## config.mk

```make
export PLATFORM = sky130hd
export DESIGN_NAME = sorted_time_priority_queue_top
export DESIGN_NICKNAME = d
export VERILOG_FILES = /design/src/design/stpq_pkg.sv /design/src/design/stpq_fifo.sv /design/src/design/stpq_front.sv /design/src/design/stpq_back.sv /design/src/design/sorted_time_priority_queue_top.sv
export SDC_FILE = /design/constraint.sdc
export NUM_CORES = 1
export LEC_CHECK = 0
export BUFFER_PORTS_ARGS = -buffer_cell sky130_fd_sc_hd__buf_2
export CAP_MARGIN = 25
export CORE_ASPECT_RATIO = 1.25
export CORE_UTILIZATION = 50
export DETAILED_ROUTE_END_ITERATION = 10
export PLACE_DENSITY = 0.69
export SYNTH_ARGS = -nofsm -noshare
export SYNTH_HDL_FRONTEND = slang
export SYNTH_SLANG_ARGS = --single-unit
```

## constraint.sdc

```tcl
create_clock -name clk -period 5.4 [get_ports clk]
set_input_delay 0.54 -clock clk [delete_from_list [all_inputs] [get_ports clk]]
set_output_delay 0.54 -clock clk [all_outputs]
set_load 0.005 [all_outputs]
```

## src/design/stpq_pkg.sv

```systemverilog
// Shared types and codes for the sorted time priority queue
`default_nettype none
package stpq_pkg;

	localparam logic KIND_PUSH = 1'b0;
	localparam logic KIND_POP  = 1'b1;

	localparam logic [1:0] STATUS_OK        = 2'd0;
	localparam logic [1:0] STATUS_POP_EMPTY = 2'd1;
	localparam logic [1:0] STATUS_PUSH_FULL = 2'd2;

	localparam int MINUTES_W = 11;
	localparam logic [MINUTES_W-1:0] MINUTES_MAX = 11'd1439;

	typedef struct packed {
		logic                 kind;
		logic [7:0]           item_id;
		logic [MINUTES_W-1:0] minutes;
	} op_t;

	typedef struct packed {
		logic [7:0]           head_id;
		logic [MINUTES_W-1:0] head_minutes;
		logic [4:0]           entry_count;
		logic [1:0]           status;
	} res_t;

endpackage
`default_nettype wire

```

## src/design/stpq_fifo.sv

```systemverilog
// Two-entry register queue between pipeline parts
`default_nettype none
module stpq_fifo #(
	parameter int W = 8
) (
	input  wire logic         clk,
	input  wire logic         arst_n,
	input  wire logic         wr_en,
	input  wire logic [W-1:0] wr_data,
	output logic              full,
	input  wire logic         rd_en,
	output logic [W-1:0]      rd_data,
	output logic              empty
);

	logic [W-1:0] mem_q [2];
	logic         wr_ptr_q;
	logic         rd_ptr_q;
	logic [1:0]   cnt_q;
	logic         do_wr;
	logic         do_rd;

	assign full    = (cnt_q == 2'd2);
	assign empty   = (cnt_q == 2'd0);
	assign do_wr   = wr_en && !full;
	assign do_rd   = rd_en && !empty;
	assign rd_data = mem_q[rd_ptr_q];

	always_ff @(posedge clk) begin
		if (do_wr) begin
			mem_q[wr_ptr_q] <= wr_data;
		end
	end

	always_ff @(posedge clk or negedge arst_n) begin
		if (!arst_n) begin
			wr_ptr_q <= 1'b0;
			rd_ptr_q <= 1'b0;
			cnt_q    <= 2'd0;
		end else begin
			if (do_wr) begin
				wr_ptr_q <= !wr_ptr_q;
			end
			if (do_rd) begin
				rd_ptr_q <= !rd_ptr_q;
			end
			if (do_wr && !do_rd) begin
				cnt_q <= cnt_q + 2'd1;
			end else if (do_rd && !do_wr) begin
				cnt_q <= cnt_q - 2'd1;
			end
		end
	end

endmodule
`default_nettype wire

```

## src/design/stpq_front.sv

```systemverilog
// Front end: accept words and convert HHMM to minutes
`default_nettype none
module stpq_front (
	input  wire logic        clk,
	input  wire logic        arst_n,
	input  wire logic        push,
	output logic             full,
	input  wire logic        kind,
	input  wire logic [7:0]  item_id,
	input  wire logic [11:0] arrival_hhmm,
	output logic             op_wr,
	output stpq_pkg::op_t    op_data,
	input  wire logic        op_full
);

	logic        valid_s1;
	logic        kind_s1;
	logic [7:0]  id_s1;
	logic [11:0] hhmm_s1;
	logic [5:0]  hours_s1;
	logic        accept;
	logic [24:0] recip_prod;
	logic [11:0] rem_min;
	logic [11:0] total_min;

	assign full       = valid_s1 && op_full;
	assign accept     = push && !full;
	// hhmm / 100 by reciprocal, exact for 12-bit inputs
	assign recip_prod = 25'(arrival_hhmm) * 25'd5243;

	always_ff @(posedge clk or negedge arst_n) begin
		if (!arst_n) begin
			valid_s1 <= 1'b0;
		end else if (accept) begin
			valid_s1 <= 1'b1;
		end else if (!op_full) begin
			valid_s1 <= 1'b0;
		end
	end

	always_ff @(posedge clk) begin
		if (accept) begin
			kind_s1  <= kind;
			id_s1    <= item_id;
			hhmm_s1  <= arrival_hhmm;
			hours_s1 <= recip_prod[24:19];
		end
	end

	assign rem_min   = hhmm_s1 - 12'(hours_s1) * 12'd100;
	assign total_min = 12'(hours_s1) * 12'd60 + rem_min;

	always_comb begin
		op_wr           = valid_s1;
		op_data.kind    = kind_s1;
		op_data.item_id = id_s1;
		if (total_min > 12'(stpq_pkg::MINUTES_MAX)) begin
			op_data.minutes = stpq_pkg::MINUTES_MAX;
		end else begin
			op_data.minutes = total_min[stpq_pkg::MINUTES_W-1:0];
		end
	end

endmodule
`default_nettype wire

```

## src/design/stpq_back.sv

```systemverilog
// Back end: sorted shift chain that executes push and pop
`default_nettype none
module stpq_back #(
	parameter int DEPTH = 16
) (
	input  wire logic        clk,
	input  wire logic        arst_n,
	input  wire logic        op_valid,
	input  stpq_pkg::op_t    op_data,
	output logic             op_rd,
	input  wire logic        res_full,
	output logic             res_wr,
	output stpq_pkg::res_t   res_data
);

	localparam int CW = $clog2(DEPTH + 1);

	logic [stpq_pkg::MINUTES_W-1:0] key_q [DEPTH];
	logic [7:0]                     id_q  [DEPTH];
	logic [CW-1:0]                  occ_q;
	logic [CW-1:0]                  occ_nxt;
	logic [DEPTH-1:0]               take;
	logic                           fire;
	logic                           push_ok;
	logic                           pop_ok;
	logic                           is_full;
	logic                           is_empty;

	assign fire     = op_valid && !res_full;
	assign op_rd    = fire;
	assign res_wr   = fire;
	assign is_full  = (occ_q == CW'(DEPTH));
	assign is_empty = (occ_q == '0);
	assign push_ok  = (op_data.kind == stpq_pkg::KIND_PUSH) && !is_full;
	assign pop_ok   = (op_data.kind == stpq_pkg::KIND_POP) && !is_empty;

	for (genvar i = 0; i < DEPTH; i++) begin : g_cell
		assign take[i] = (CW'(i) >= occ_q) || (op_data.minutes <= key_q[i]);

		if (i == 0) begin : g_head
			always_ff @(posedge clk) begin
				if (fire && push_ok && take[i]) begin
					key_q[i] <= op_data.minutes;
					id_q[i]  <= op_data.item_id;
				end else if (fire && pop_ok) begin
					key_q[i] <= key_q[i+1];
					id_q[i]  <= id_q[i+1];
				end
			end
		end else begin : g_body
			always_ff @(posedge clk) begin
				if (fire && push_ok && take[i]) begin
					if (take[i-1]) begin
						key_q[i] <= key_q[i-1];
						id_q[i]  <= id_q[i-1];
					end else begin
						key_q[i] <= op_data.minutes;
						id_q[i]  <= op_data.item_id;
					end
				end else if (fire && pop_ok && (i < DEPTH - 1)) begin
					key_q[i] <= key_q[(i+1) % DEPTH];
					id_q[i]  <= id_q[(i+1) % DEPTH];
				end
			end
		end
	end

	always_comb begin
		occ_nxt = occ_q;
		if (push_ok) begin
			occ_nxt = occ_q + CW'(1);
		end else if (pop_ok) begin
			occ_nxt = occ_q - CW'(1);
		end
	end

	always_ff @(posedge clk or negedge arst_n) begin
		if (!arst_n) begin
			occ_q <= '0;
		end else if (fire) begin
			occ_q <= occ_nxt;
		end
	end

	always_comb begin
		res_data.entry_count = 5'(occ_nxt);
		if (push_ok && take[0]) begin
			res_data.head_id      = op_data.item_id;
			res_data.head_minutes = op_data.minutes;
		end else if (pop_ok) begin
			res_data.head_id      = id_q[1];
			res_data.head_minutes = key_q[1];
		end else begin
			res_data.head_id      = id_q[0];
			res_data.head_minutes = key_q[0];
		end
		if (occ_nxt == '0) begin
			res_data.head_id      = '0;
			res_data.head_minutes = '0;
		end
		case (op_data.kind)
			stpq_pkg::KIND_PUSH: begin
				res_data.status = is_full ? stpq_pkg::STATUS_PUSH_FULL : stpq_pkg::STATUS_OK;
			end
			stpq_pkg::KIND_POP: begin
				res_data.status = is_empty ? stpq_pkg::STATUS_POP_EMPTY : stpq_pkg::STATUS_OK;
			end
			default: begin
				res_data.status = stpq_pkg::STATUS_OK;
			end
		endcase
	end

endmodule
`default_nettype wire

```

## src/design/sorted_time_priority_queue_top.sv

```systemverilog
// Top level of the sorted time priority queue
//
//  channel  handshake     payload
//  input    push / full   kind, item_id, arrival_hhmm
//  result   pop / empty   head_id, head_minutes, entry_count, status
//
// One word per cycle sustained in both directions while results are popped;
// every word gives one result. A result passes through the front conversion
// register, the operation queue and the insert or shift of the sorted chain
// into the result queue before it shows on the ports.
// Reset clears the counts and the occupancy; store contents stay unwritten.
// A stalled result side fills the two-entry queues, then raises full.
`default_nettype none
module sorted_time_priority_queue_top #(
	parameter int QUEUE_DEPTH = 16
) (
	input  wire logic        clk,
	input  wire logic        arst_n,
	input  wire logic        push,
	output logic             full,
	input  wire logic        kind,
	input  wire logic [7:0]  item_id,
	input  wire logic [11:0] arrival_hhmm,
	output logic             empty,
	input  wire logic        pop,
	output logic [7:0]       head_id,
	output logic [10:0]      head_minutes,
	output logic [4:0]       entry_count,
	output logic [1:0]       status
);

	localparam int OP_W  = $bits(stpq_pkg::op_t);
	localparam int RES_W = $bits(stpq_pkg::res_t);

	logic           op_wr;
	logic           op_full;
	logic           op_rd;
	logic           op_empty;
	stpq_pkg::op_t  op_in;
	stpq_pkg::op_t  op_out;
	logic           res_wr;
	logic           res_full;
	stpq_pkg::res_t res_in;
	stpq_pkg::res_t res_out;

	stpq_front u_front (
		.clk          (clk),
		.arst_n       (arst_n),
		.push         (push),
		.full         (full),
		.kind         (kind),
		.item_id      (item_id),
		.arrival_hhmm (arrival_hhmm),
		.op_wr        (op_wr),
		.op_data      (op_in),
		.op_full      (op_full)
	);

	stpq_fifo #(.W(OP_W)) u_op_fifo (
		.clk     (clk),
		.arst_n  (arst_n),
		.wr_en   (op_wr),
		.wr_data (op_in),
		.full    (op_full),
		.rd_en   (op_rd),
		.rd_data (op_out),
		.empty   (op_empty)
	);

	stpq_back #(.DEPTH(QUEUE_DEPTH)) u_back (
		.clk      (clk),
		.arst_n   (arst_n),
		.op_valid (!op_empty),
		.op_data  (op_out),
		.op_rd    (op_rd),
		.res_full (res_full),
		.res_wr   (res_wr),
		.res_data (res_in)
	);

	stpq_fifo #(.W(RES_W)) u_res_fifo (
		.clk     (clk),
		.arst_n  (arst_n),
		.wr_en   (res_wr),
		.wr_data (res_in),
		.full    (res_full),
		.rd_en   (pop),
		.rd_data (res_out),
		.empty   (empty)
	);

	assign head_id      = res_out.head_id;
	assign head_minutes = res_out.head_minutes;
	assign entry_count  = res_out.entry_count;
	assign status       = res_out.status;

endmodule
`default_nettype wire

```

* Word level (Yosys, flattened, before mapping)
Memories as Yosys holds them, arrays and structs flattened.
Cells that the tools add are included.
** Storage, ports and cells
- Register bits after elaboration :: 41
- Bits in writable memories :: 396
- Input bits :: 25
- Output and inout bits :: 28
- Word-level logic and storage cells :: 396
- Memories kept :: 4
** Memory list
- u_back.key_q :: words 16, width 11, rd ports 16, clocked after Yosys merged registers in 0, wr ports 16, line stpq_back.sv:18 : logic [stpq_pkg::MINUTES_W-1:0] key_q [DEPTH];
- u_back.id_q :: words 16, width 8, rd ports 16, clocked after Yosys merged registers in 0, wr ports 16, line stpq_back.sv:19 : logic [7:0] id_q [DEPTH];
- u_res_fifo.mem_q :: words 2, width 26, rd ports 1, clocked after Yosys merged registers in 0, wr ports 1, line stpq_fifo.sv:16 : logic [W-1:0] mem_q [2];
- u_op_fifo.mem_q :: words 2, width 20, rd ports 1, clocked after Yosys merged registers in 0, wr ports 1, line stpq_fifo.sv:16
** Operators by class
- $add $sub $neg :: 8
- Multipliers :: 3
- Magnitude comparators :: 33
- Equal/unequal tests :: 4
- Mux-type cells :: 202
- Bitwise logic cells :: 61
- Reductions and logical operators :: 69
** Operator list (count)
- two-way mux 11 bit :: 31
- two-way mux 8 bit :: 30
- <= comparator 11 bit :: 16
- two-way mux 1 bit :: 130
- bitwise OR 1 bit :: 60
- two-way mux 19 bit :: 3
- greater-or-equal comparator 4 x 5 -> 1 bit, first input constant :: 8
- logical AND 1 bit :: 32
- multiplier 12 x 13 -> 25 bit, second input constant :: 1
- greater-or-equal comparator 3 x 5 -> 1 bit, first input constant :: 4
- logical OR 1 bit :: 16
- zero test 1 bit :: 15
- adder 12 bit :: 1
- > comparator 12 x 11 -> 1 bit, second input constant :: 1
- subtractor 12 bit :: 1
- greater-or-equal comparator 1 x 5 -> 1 bit, first input constant :: 2
- greater-or-equal comparator 2 x 5 -> 1 bit, first input constant :: 2
- zero test 5 bit :: 2
- multiplier 6 x 4 -> 10 bit, second input constant :: 1
- multiplier 6 x 5 -> 10 bit, second input constant :: 1
- two-way mux 2 bit :: 5
- two-way mux 5 bit :: 2
- adder 5 x 1 -> 5 bit, second input constant :: 1
- == test 5 bit, second input constant :: 1
- other kinds (9) :: 14

* Longest topological paths before layout
- Depth after elaboration :: 9
- Gate-level depth with buffers :: 20
- Depth with buffers taken out :: 20

* Hierarchy
From an unflattened synthesis, not the netlist that was laid out.
** Second synthesis, totals
- Cells, all modules :: 2632
- Area, all modules :: 28985.3 µm²
** Modules (own cells, without submodules)
- stpq_back :: instances 1, cells an instance 1960, area each 19962.9 µm², seq. area each 9253.9 µm²
- stpq_front :: instances 1, cells an instance 490, area each 5207.5 µm², seq. area each 835.8 µm²
- stpq_fifo at u_res_fifo :: instances 1, cells an instance 100, area each 2173.3 µm², seq. area each 1661.6 µm²
- stpq_fifo at u_op_fifo :: instances 1, cells an instance 81, area each 1637.8 µm², seq. area each 1301.2 µm²
- sorted_time_priority_queue_top :: instances 1, cells an instance 1, area each 3.8 µm², seq. area each 0.0 µm²

* Worst setup path before layout
OpenSTA, ideal clock, no wires.
- Kind :: flip-flop to flip-flop
- Start :: reg u_op_fifo.rd_ptr_q
- End :: mem u_back.id_q[11][0] (netlist: u_back.id_q[1][24]) (enable)
- Data arrival time :: 5.099 ns
- Path slack :: -0.121 ns
- Cell stages (with the launch flop) :: 13
- Cell sequence :: dfrtp_1 -> buf_2 -> buf_2 -> mux2i_1 -> clkinv_1 -> ha_1 -> nand4_1 -> or4_1 -> o221ai_1 -> a31oi_1 -> buf_2 -> clkbuf_1 -> o21ai_0
** RTL lines
- from (decl) :: line stpq_fifo.sv:18 : logic rd_ptr_q;
- from (signal assigned) :: line stpq_fifo.sv:45 : rd_ptr_q <= !rd_ptr_q;
- to (decl) :: line stpq_back.sv:19

==> summary.md <==
| Metric | Value |
|---|---|
| Core Region | 60660 um2 |
| Headroom to the max-slew limit | 25.60% |
| Synth top area cells | edfxtp_1 42%, ha_1 12%, fa_1 4.1% |
| First-pass GRT wire length | 139300 um |
| Yosys cell types | 90 |
| Drt via density | 6.489 |
| Multi-input gate area | 15600 um2 |
| Vias in the first global route | 24.82k |
| Skew-Pair Late Insertion Delay | 0.62 ns |
| # DRC | 0 |
| Avg Inst Size Synth | 10.61 um2 |
| Hold Violations, Final | 0 |
| FILL cells | 5150 |
| TritonRoute pass-1 iters | 6 |
| CP endpoint kind | register |
| Register area | 13050 um2 |
| Syn nets | 3276 |
| CP Class | register to register |
| Max frequency | 196.3 MHz |
| CTS tree | yes |
| NumNets Final | 3328 |
| Post-CTS Repair Setup Buffers | 0 |
| Die extent in y | 278.5 um |
| Slew @ Worst Pin | 1.116 ns |
| Num ports | 53 |
| CP max stage delay | 0.51 ns |
| Post-DRT Antenna Nets | 0 |
| Max-slew violation count | 0 |
| Post-Place Cell Area | 32100 um2 |
| Clock Sink Count | 437 |
| Mux cell area share after synthesis | 3.276% |
| Post-route setup slack | 0.3061 ns |
| Post-synthesis compound-gate area fraction | 19.78% |
| Endpoints failing setup | 0 |
| Post-route cell area | 33780 um2 |
| Ratio of cells with drive above 1 in the final layout | 11.22% |
| Placed cell count | 3654 |
| Number of synthesized flops with an enable pin | 423 |
| Cells after synthesis | 2884 |
| Pre-CTS setup slack | 0.07090 ns |
| Adder-cell share of the synthesized area | 16.56% |
| Status | finished clean |
| Slowest-stage cell, CP | fa_1 |
| Worst EP required | 5.75 ns |
| Area delta synth->final | 10.43% |
| Routed wire length | 89990 um |
| Via count | 24.32k |
| Mapped cell area | 30590 um2 |
| Synth Area in XOR/XNOR | 1.346% |
| Wire length per cell | 24.01 um |
| CTS Buf Count | 48 |
| Largest net degree at the start of global routing | 79 |
| Worst setup endpoint | u_op_fifo.mem_q[0][5] |
| Initial drt markers | 2276 |
| Asr flop ratio synth | 3.204% |
| Main combinational cell family by area after synthesis | compound AO/OA/AOI/OAI gates |
| Worst-path clk slew | 0.06 ns |
| Die width | 223.2 um |
| Max H-tree Level | 2 |
| CP startpoint kind | register |
| Fin Setup TNS | 0 ns |
| Warnings, synthesis | 0 |
| Worst Path Max Fanout | 7 |
| Antenna fix cells | 0 |
| Yosys top cell area share | 41.52% |
| Register-to-Register Path Depth | 19 |
| Crit path DAT | 5.45 ns |
| RSZ-0062 raised after global routing | no |
| Global Route Usage Sum | 28.69% |
| Initial Utilization | 50.43% |
| HPWL after DPL | 65650 um |
| Antenna violations before repair | 2 |
| Hold Crit Class | input port to register |
| Crit path launch | u_front.hours_s1[2] |
| Root buf cell | clkbuf_16 |
| Most common cell on crit path | inv_1 |
| Gpl congestion | 0.9218 |
| Ys flop type | edfxtp_1 |
| Register bit total from synthesis | 437 |
| Critical-path cell list | inv_1 -> fa_1 -> fa_1 -> inv_1 -> ha_1 -> nor2b_1 -> o21ai_0 -> nand2b_1 -> a21o_1 -> a21oi_1 -> xor2_1 -> fa_1 -> inv_1 -> ha_1 -> inv_1 -> a2111o_1 -> o2111ai_1 -> o21ai_2 -> and4bb_2 |
| Final non-filler cell total | 3748 |
| FF-to-FF End | u_op_fifo.mem_q[0][5] |
| Clock Tree Buf Depth | 3 |
| Clk_skew | 0.03373 ns |
| Simple-Gate Fraction of Synth Area | 9.775% |
| GRT overflow | 0 |
| Max-cap violations | 0 |
| Final period util | 94.33% |
| Die area | 62180 um2 |
| Seq/Total Area, Yosys | 42.67% |
| Reg2Reg Setup Slack | 0.31 ns |
| IO Port Bufs | 52 |
| FP Rows | 101 |
| Synth area leader | edfxtp_1 |
| Worst reg2reg path startpoint | u_front.hours_s1[2] |
| Fin crit period | 5.094 ns |
kinds of logic after synthesis:
| kind of cell | count (synthesis) |
|---|---|
| compound gates | 778 |
| simple gates | 650 |
| buf+inv | 511 |
| flops | 437 |
| fa+ha+maj | 367 |
| mux | 94 |
| xor+xnor | 47 |
critical path: cells and delay by family, from the launching register on:
kind            cells  cell delay [ns]
simple gates        3             0.51
xor+xnor            1             0.10
fa+ha+maj           5             2.09
flops               1             0.48
compound gates      6             1.26
buf+inv             4             0.39
flip-flops by register name, summed over array words and instances, names as in the netlist, 2 cells and up:
name,cells
u_back.key_q,176
u_op_fifo.cnt_q,2
u_front.id_s1,8
u_res_fifo.mem_q,52
u_op_fifo.mem_q,40
u_back.occ_q,5
u_back.id_q,128
u_front.hours_s1,6
u_res_fifo.cnt_q,2
u_front.hhmm_s1,12
how the worst min path moves through the flow:
stage	from	to	cells past startpoint
2_1_floorplan	arst_n	u_back.occ_q[0]	0
3_3_place_gp	u_front.id_s1[7]	u_op_fifo.mem_q[0][18]	0
3_5_place_dp	u_front.id_s1[2]	u_op_fifo.mem_q[1][13]	0
4_1_cts	item_id[3]	u_front.id_s1[3]	1
5_1_grt	item_id[3]	u_front.id_s1[3]	1
6_report	item_id[3]	u_front.id_s1[3]	1
what timing repair did:
action	CTS	global route
setup endpoints to repair	0	14
gates resized for setup	0	2
hold endpoints to repair	14	0
hold buffers	1	0
cells in the mapped netlist, drive strengths merged (16+ instances only):
| cell type | instances |
|---|---|
| edfxtp | 423 |
| buf | 75 |
| a21oi | 75 |
| nor3 | 50 |
| xor2 | 16 |
| o21ai | 73 |
| nand2 | 275 |
| a221o | 29 |
| nor2b | 20 |
| nand3 | 79 |
| a31oi | 27 |
| fa | 63 |
| xnor2 | 31 |
| o311ai | 30 |
| a211oi | 37 |
| o22ai | 26 |
| a211o | 22 |
| o221ai | 101 |
| nor2 | 122 |
| inv | 325 |
| o211ai | 121 |
| a221oi | 18 |
| nand4 | 33 |
| o21a | 44 |
| a21o | 21 |
| a41o | 21 |
| ha | 304 |
| and2 | 27 |
| mux2i | 48 |
| a311o | 19 |
| clkbuf | 101 |
| mux2 | 46 |
| o2111ai | 60 |
routing by layer:
| layer | routed length, um | global-route usage (%) | vias to the layer above |
|---|---|---|---|
| met5 | 30 | 0 | - |
| met3 | 5947 | 4.645 | 255 |
| met4 | 4284 | 14.02 | 4 |
| met1 | 33540 | 33.33 | 12000 |
| met2 | 46190 | 51.13 | 991 |
| li1 | - | - | 11070 |
per-stage QoR:
stage / util [%] / hold slack [ns]
CTS: 55.58 / 0.07745
finish: 55.69 / 0.1023
global placement: 52.88 / 0.4302
detailed placement: 52.92 / 0.4414
floorplan: - / 0.2444
global route: 55.69 / 0.08767
placed cells by master, fill, tap and decap left out, types with 49 or more instances in the layout:
cell       Yosys  routed
fa_1          63      63
a21oi_1       74      72
nand2_1      274     273
buf_2         54      52
buf_4          1     117
nor3_1        49      49
inv_1        323     322
ha_1         304     304
o221ai_1     101     101
clkbuf_16      0      50
edfxtp_1     423     423
nor2_1       119     117
nand3_1       79      79
o2111ai_1     60      60
o21ai_0       67      61
o211ai_1     120     120
layout make-up:
class | count | share of cell area (%)
Tap cell | 772 | 2.859
Timing Repair Buffer | 178 | 3.859
Inverter | 335 | 3.722
Sequential cell | 437 | 38.64
Multi-Input combinational cell | 1936 | 46.17
Clock buffer | 59 | 3.741
Clock inverter | 31 | 1.007
Power is not shown: default switching activity piles up to over one toggle a cycle in this logic, so the estimate is an artifact.
